File: config.mk
export PLATFORM = sky130hd
export DESIGN_NAME = varint_codec
export DESIGN_NICKNAME = d
export VERILOG_FILES = /design/src/rtl/vic_pkg.sv /design/src/rtl/vic_decoder.sv /design/src/rtl/varint_codec.sv
export SDC_FILE = /design/constraint.sdc
export NUM_CORES = 1
export LEC_CHECK = 0
export BUFFER_PORTS_ARGS = -buffer_cell sky130_fd_sc_hd__buf_2
export CAP_MARGIN = 20
export CORE_MARGIN = 1
export CORE_UTILIZATION = 51
export DETAILED_ROUTE_END_ITERATION = 6
export PLACE_DENSITY_LB_ADDON = 0.3
export REMOVE_ABC_BUFFERS = 1
export SKIP_LAST_GASP = 1
export SLEW_MARGIN = 20
export SYNTH_ARGS = -nofsm -noshare
export SYNTH_HDL_FRONTEND = slang
export SYNTH_HIERARCHICAL = 1
export SYNTH_SLANG_ARGS = --single-unit
File: constraint.sdc
create_clock -name clock -period 4.4 [get_ports clock]
set_input_delay 0.22 -clock clock [delete_from_list [all_inputs] [get_ports clock]]
set_output_delay 0.22 -clock clock [all_outputs]
set_load 0.01 [all_outputs]
File: src/rtl/vic_pkg.sv
// ---------------------------------------------------------------------------
// vic_pkg: shared types and constants for the varint codec
// Request and response payload structs, result kinds and LEB128 constants.
// ---------------------------------------------------------------------------
package vic_pkg;

   // decoder length limit in bytes
   localparam int unsigned MAX_BYTES = 10;
   // longest encoded form of a 64-bit value
   localparam int unsigned ENC_BYTES = 10;
   // width of the byte counters
   localparam int unsigned CNT_W = 4;

   // continuation flag and payload mask of one encoded byte
   localparam logic [7:0] CONT_BIT     = 8'h80;
   localparam logic [7:0] PAYLOAD_MASK = 8'h7f;
   // bits in one group
   localparam int unsigned GROUP_W = 7;

   // request mode codes
   localparam logic MODE_ENCODE = 1'b0;
   localparam logic MODE_DECODE = 1'b1;

   // response kinds
   typedef enum logic [1:0] {
      KIND_BYTE  = 2'd0,
      KIND_VALUE = 2'd1,
      KIND_ERROR = 2'd2
   } kind_type;

   typedef struct packed {
      logic        mode;
      logic [63:0] value;
      logic [7:0]  in_byte;
   } req_type;

   typedef struct packed {
      kind_type    kind;
      logic [7:0]  out_byte;
      logic [63:0] out_value;
      logic        last;
   } rsp_type;

   // decoder verdict on one byte
   typedef struct packed {
      logic        valid;
      kind_type    kind;
      logic [63:0] value;
   } dec_out_type;

endpackage

File: src/rtl/vic_decoder.sv
// ---------------------------------------------------------------------------
// vic_decoder: LEB128 byte gatherer
// Holds the accumulator and byte count, merges one byte per strobe through
// a single group shifter and reports a finished value or an overlong error.
// ---------------------------------------------------------------------------
module vic_decoder import vic_pkg::*; (
   input  logic             clock,
   input  logic             reset,
   input  logic             byte_strobe,
   input  logic [7:0]       in_byte,
   output dec_out_type      dec_out
);

   logic [63:0]      acc_ff, acc_in;
   logic [CNT_W-1:0] count_ff, count_in;

   logic [6:0]  shift_full;
   logic [5:0]  shift_amt;
   logic [63:0] merged;
   logic        is_final;
   logic        at_limit;

   // group placement: bit 7 * count, count stays below the limit
   assign shift_full = 7'({3'b000, count_ff} * 7'(GROUP_W));
   assign shift_amt  = shift_full[5:0];
   assign merged     = acc_ff | (64'(in_byte & PAYLOAD_MASK) << shift_amt);

   assign is_final = ((in_byte & CONT_BIT) == 8'h00);
   assign at_limit = (({1'b0, count_ff} + 5'd1) >= 5'(MAX_BYTES));

   // verdict and next state
   always_comb begin
      acc_in        = acc_ff;
      count_in      = count_ff;
      dec_out.valid = 1'b0;
      dec_out.kind  = KIND_VALUE;
      dec_out.value = merged;
      if (byte_strobe) begin
         if (is_final) begin
            dec_out.valid = 1'b1;
            acc_in        = '0;
            count_in      = '0;
         end else if (at_limit) begin
            dec_out.valid = 1'b1;
            dec_out.kind  = KIND_ERROR;
            dec_out.value = '0;
            acc_in        = '0;
            count_in      = '0;
         end else begin
            acc_in   = merged;
            count_in = count_ff + CNT_W'(1);
         end
      end
   end

   always_ff @(posedge clock) begin
      if (reset) begin
         acc_ff   <= '0;
         count_ff <= '0;
      end else begin
         acc_ff   <= acc_in;
         count_ff <= count_in;
      end
   end

endmodule

File: src/rtl/varint_codec.sv
// ---------------------------------------------------------------------------
// varint_codec: unsigned 64-bit LEB128 encoder and decoder
// Encode splits a value into 7-bit groups, one byte per cycle while responses
// are taken; decode gathers one byte per request into a 64-bit accumulator.
// ---------------------------------------------------------------------------
//  channel   ports                          direction  payload
//  request   req_valid req_ready req_data   in         req_type
//  response  rsp_valid rsp_ready rsp_data   out        rsp_type
//
//  Encode of a value needing k bytes (1..10) runs from accept to the next
//  accept as a load, then one byte per step through the group shift register,
//  then a drain of the response register. Decode takes continuation bytes
//  without a response; a result blocks requests until it drains.
//  Reset (synchronous) clears the sequencer, response valid flag and decoder.
//  A stalled response holds the shift register; requests wait meanwhile.
// ---------------------------------------------------------------------------
module varint_codec import vic_pkg::*; (
   input  logic    clock,
   input  logic    reset,
   input  logic    req_valid,
   output logic    req_ready,
   input  req_type req_data,
   output logic    rsp_valid,
   input  logic    rsp_ready,
   output rsp_type rsp_data
);

   typedef enum logic [1:0] {
      ST_IDLE   = 2'b01,
      ST_ENCODE = 2'b10
   } state_type;

   state_type        state_ff, state_in;
   logic [63:0]      word_ff, word_in;
   logic [CNT_W-1:0] enc_count_ff, enc_count_in;
   logic             rsp_valid_ff, rsp_valid_in;
   rsp_type          rsp_data_ff, rsp_data_in;

   logic        req_accept;
   logic        slot_free;
   logic        dec_strobe;
   logic        enc_cont;
   dec_out_type dec_out;

   assign req_ready  = (state_ff == ST_IDLE) && !rsp_valid_ff;
   assign req_accept = req_valid && req_ready;
   assign slot_free  = !rsp_valid_ff || rsp_ready;
   assign dec_strobe = req_accept && (req_data.mode == MODE_DECODE);

   // more groups follow while high bits remain and the length cap allows
   assign enc_cont = (|word_ff[63:GROUP_W]) &&
                     (enc_count_ff < CNT_W'(ENC_BYTES - 1));

   vic_decoder u_decoder (
      .clock       (clock),
      .reset       (reset),
      .byte_strobe (dec_strobe),
      .in_byte     (req_data.in_byte),
      .dec_out     (dec_out)
   );

   // sequencer and response register
   always_comb begin
      state_in     = state_ff;
      word_in      = word_ff;
      enc_count_in = enc_count_ff;
      rsp_valid_in = rsp_valid_ff && !rsp_ready;
      rsp_data_in  = rsp_data_ff;
      case (state_ff)
         ST_IDLE: begin
            if (req_accept) begin
               if (req_data.mode == MODE_ENCODE) begin
                  word_in      = req_data.value;
                  enc_count_in = '0;
                  state_in     = ST_ENCODE;
               end else if (dec_out.valid) begin
                  rsp_valid_in          = 1'b1;
                  rsp_data_in.kind      = dec_out.kind;
                  rsp_data_in.out_byte  = '0;
                  rsp_data_in.out_value = dec_out.value;
                  rsp_data_in.last      = 1'b1;
               end
            end
         end
         ST_ENCODE: begin
            if (slot_free) begin
               rsp_valid_in          = 1'b1;
               rsp_data_in.kind      = KIND_BYTE;
               rsp_data_in.out_value = '0;
               if (enc_cont) begin
                  rsp_data_in.out_byte = (word_ff[7:0] & PAYLOAD_MASK) | CONT_BIT;
                  rsp_data_in.last     = 1'b0;
                  word_in              = word_ff >> GROUP_W;
                  enc_count_in         = enc_count_ff + CNT_W'(1);
               end else begin
                  rsp_data_in.out_byte = word_ff[7:0];
                  rsp_data_in.last     = 1'b1;
                  state_in             = ST_IDLE;
               end
            end
         end
         default: begin
            state_in = ST_IDLE;
         end
      endcase
   end

   // control state
   always_ff @(posedge clock) begin
      if (reset) begin
         state_ff     <= ST_IDLE;
         enc_count_ff <= '0;
         rsp_valid_ff <= 1'b0;
      end else begin
         state_ff     <= state_in;
         enc_count_ff <= enc_count_in;
         rsp_valid_ff <= rsp_valid_in;
      end
   end

   // payload registers
   always_ff @(posedge clock) begin
      word_ff     <= word_in;
      rsp_data_ff <= rsp_data_in;
   end

   assign rsp_valid = rsp_valid_ff;
   assign rsp_data  = rsp_data_ff;

endmodule

==> flow_summary_export.csv <==
group,metric,value,unit
yosys,yosysUniqueCellTypes,67,
clock_network,cts_sinks,214,
cells_and_area,mostFrequentLayoutCells,"buf_2 (153), edfxtp_1 (139), nor2_1 (133)",
critical_path,r2r_slack,0.68,ns
cells_and_area,final_common_cell,"buf_2",
critical_path,crit_start,"u_decoder/count_ff[1]",
yosys,muxShareOfSynthArea,8.63,%
clock_network,root_buffer,"clkbuf_16",
power_and_ir_drop,ir_drop,0.658,mV
clock_network,post_cts_buffers,0,
timing,slew_headroom,29.3,%
placement,dpl_cell_area,11000,µm²
yosys,ys_ff_latch,214,
yosys,synth_top_family_by_area,"simple AND/OR/NAND/NOR gates",
power_and_ir_drop,powerDensity,536,nW/µm²
hold_path,hp-start,"req_data[68]",
critical_path,critPathKind,"register to register",
yosys,synthArstFlopShare,0,%
cells_and_area,final_area,11800,µm²
clock_network,cts_buffer_depth,3,
critical_path,crit_fanout,9,
clock_network,cts_max_level,1,
grt,grt-ovfl-total,0,
critical_path,cp-endpoint,"rsp_data[33]",
timing,setup-tns-final,0,ns
die,die-width,142,µm
die,die_y,142,µm
critical_path,worstPathArrival,4.07,ns
grt,grt_pass1_vias,6749,
die,start_util,52.5,%
cells_and_area,layout-drive-gt1-share,27.7,%
cells_and_area,area_delta_synth_final,18.8,%
placement,numPortBuffers,153,
critical_path,r2r-start,"u_decoder/count_ff[1]",
timing,final.setup_skew,0.0149,ns
timing,period_needed,3.72,ns
critical_path,r2r-end,"rsp_data[33]",
route,wl_per_cell,17.0,µm
flow_run,drv_cap,0,
route,drt_wl_total,22300,µm
route,drt-pass1-iter-count,5,
critical_path,worst_r2r_path_depth,12,
grt,grt_max_degree,99,
route,drcViolationCount,0,
yosys,synth-simple-area-share,15.7,%
yosys,seq_area_frac_synth,57.2,%
cells_and_area,fin_nets,1131,
timing,fmax,0.269,GHz
power_and_ir_drop,leakage,0.00459,µW
critical_path,startpoint_type,"register",
timing,finalSetupViolations,0,
cells_and_area,antennaDiodeCount,0,
grt,antenna_found_initial,0,
placement,dp_hpwl,14600,µm
yosys,synthAdderAreaFrac,2.32,%
clock_network,cts_tree,"done",
timing,rsz0062_at_grt,"no",
die,pin_count,154,
yosys,netlist_instances,889,
grt,grt_pass1_wl,35100,µm
yosys,synth_warnings,6,
timing,tightest_slew,1.06,ns
placement,dp.cells,1261,
cells_and_area,final_cells,1314,
yosys,synth_flop_cell,"edfxtp_1",
die,core_area,18900,µm²
route,postRouteAntennaNets,0,
die,rows,50,
clock_network,clk_pin_slew,0.06,ns
yosys,yosys.area_share.xor_xnor,0.529,%
route,avgViaCountPerCell,5.54,
placement,gp_congestion,0.910,
timing,setup_slack,0.685,ns
status,outcome,"finished clean",
route,drtIter0Drc,469,
yosys,synth_edf_count,139,
critical_path,cp-end-kind,"register",
grt,grtUsageTotal,22.1,%
timing,drv_slew,0,
clock_network,cts_made_buffers,22,
hold_path,min_path_type,"primary input to register",
route,via_count,7274,
yosys,synth_area,9930,µm²
clock_network,clkLatencyLatePin,0.51,ns
timing,hold_viol,0,
timing,min_period_over_period,84.4,%
critical_path,worstPathRequired,4.76,ns
die,die-area,20000,µm²
power_and_ir_drop,power,6330,µW
yosys,syn_avg_cell_area,11.2,µm²
yosys,synth_compound_area_share,12.0,%
placement,place_ws,0.721,ns
==> metrics by stage <==
step	hold WS (ns)	util, %
6_report	0.0186	62.4
5_1_grt	0.0108	62.4
4_1_cts	0.000777	62.3
3_5_place_dp	0.454	58.0
3_3_place_gp	0.446	58.0
2_1_floorplan	0.289	-
==> final cells by class <==
type                       instances  area (µm²)
fill                            1558        7100
sequential                       214        5680
multi-input combinational        587        3950
timing repair buffer             183        1020
clock buffer                      30         621
tap                              260         325
inverter                          30         114
clock inverter                    10        83.8
==> synth_stat cells, drive strengths merged, types with 3 or more instances <==
cell type / count / area [µm²]
a211oi: 5 / 50.1
a21o: 3 / 22.5
a21oi: 61 / 320
a22oi: 4 / 30.0
a31oi: 69 / 447
a41oi: 3 / 26.3
and2: 10 / 62.6
and3b: 4 / 36.3
buf: 17 / 93.8
clkbuf: 41 / 154
clkinv: 3 / 12.5
dfxtp: 75 / 1500
edfxtp: 139 / 4170
fa: 4 / 80.1
ha: 12 / 150
inv: 27 / 101
mux2: 63 / 709
mux2i: 8 / 80.1
mux4: 3 / 67.6
nand2: 27 / 104
nand2b: 3 / 18.8
nand3: 13 / 65.1
nand4: 3 / 18.8
nor2: 133 / 499
nor2b: 79 / 494
nor4: 16 / 130
o211ai: 3 / 22.5
o21ai: 11 / 55.1
o22ai: 15 / 93.8
or4: 3 / 26.3
xnor2: 4 / 35.0
==> power by group <==
group          internal, µW  switching [µW]  total, µW
logic                   625            1140       1760
registers              2610             155       2770
clock network          1050             748       1800
==> worst max-delay path: stages (launching register included) <==
cell and delay, ns:
dfxtp_1 0.48, inv_1 0.13, fa_1 0.46, inv_1 0.06, ha_1 0.15, inv_1 0.06, fa_1 0.56, clkinv_1 0.24
nor2_1 0.59, and3_2 0.39, a32oi_1 0.12, a21oi_1 0.20, nor2b_1 0.13
==> layer usage <==
metal | part of all wire [%] | wire, µm | track usage (%)
met1 | 45 | 9940 | 30.4
met4 | 2.3 | 522 | 6.73
met2 | 48 | 10600 | 36.4
met5 | 0 | 0 | 0
met3 | 5.3 | 1190 | 2.83
==> repair_timing <==
action | 4_1_cts | 5_1_grt
endpoints found under the hold margin | 12 | 1
hold buffers | 12 | 1
resized for setup | 0 | 0
==> how the worst min path moves through the flow <==
stage / end / depth (start not counted)
finish: word_ff[60] / 2
global route: word_ff[11] / 2
CTS: word_ff[15] / 2
detailed placement: u_decoder/acc_ff[30] / 2
global placement: u_decoder/acc_ff[62] / 2
floorplan: enc_count_ff[3] / 1
==> state kept, by name, summed over array words and instances (netlist names) <==
signal              count
enc_count_ff            4
rsp_data               75
rsp_valid               1
state_ff                2
u_decoder/acc_ff       64
u_decoder/count_ff      4
word_ff                64
==> cell families (layout without fill, tap and decap cells) <==
logic type / Yosys count / count (layout)
AO/OA/AOI/OAI: 187 / 187
XOR/XNOR: 6 / 6
adder cells (fa/ha/maj): 16 / 16
buffers and inverters: 88 / 253
flip-flops: 214 / 214
multiplexers: 74 / 74
AND/OR/NAND/NOR: 304 / 304
Power figures use the tool's default switching activity.
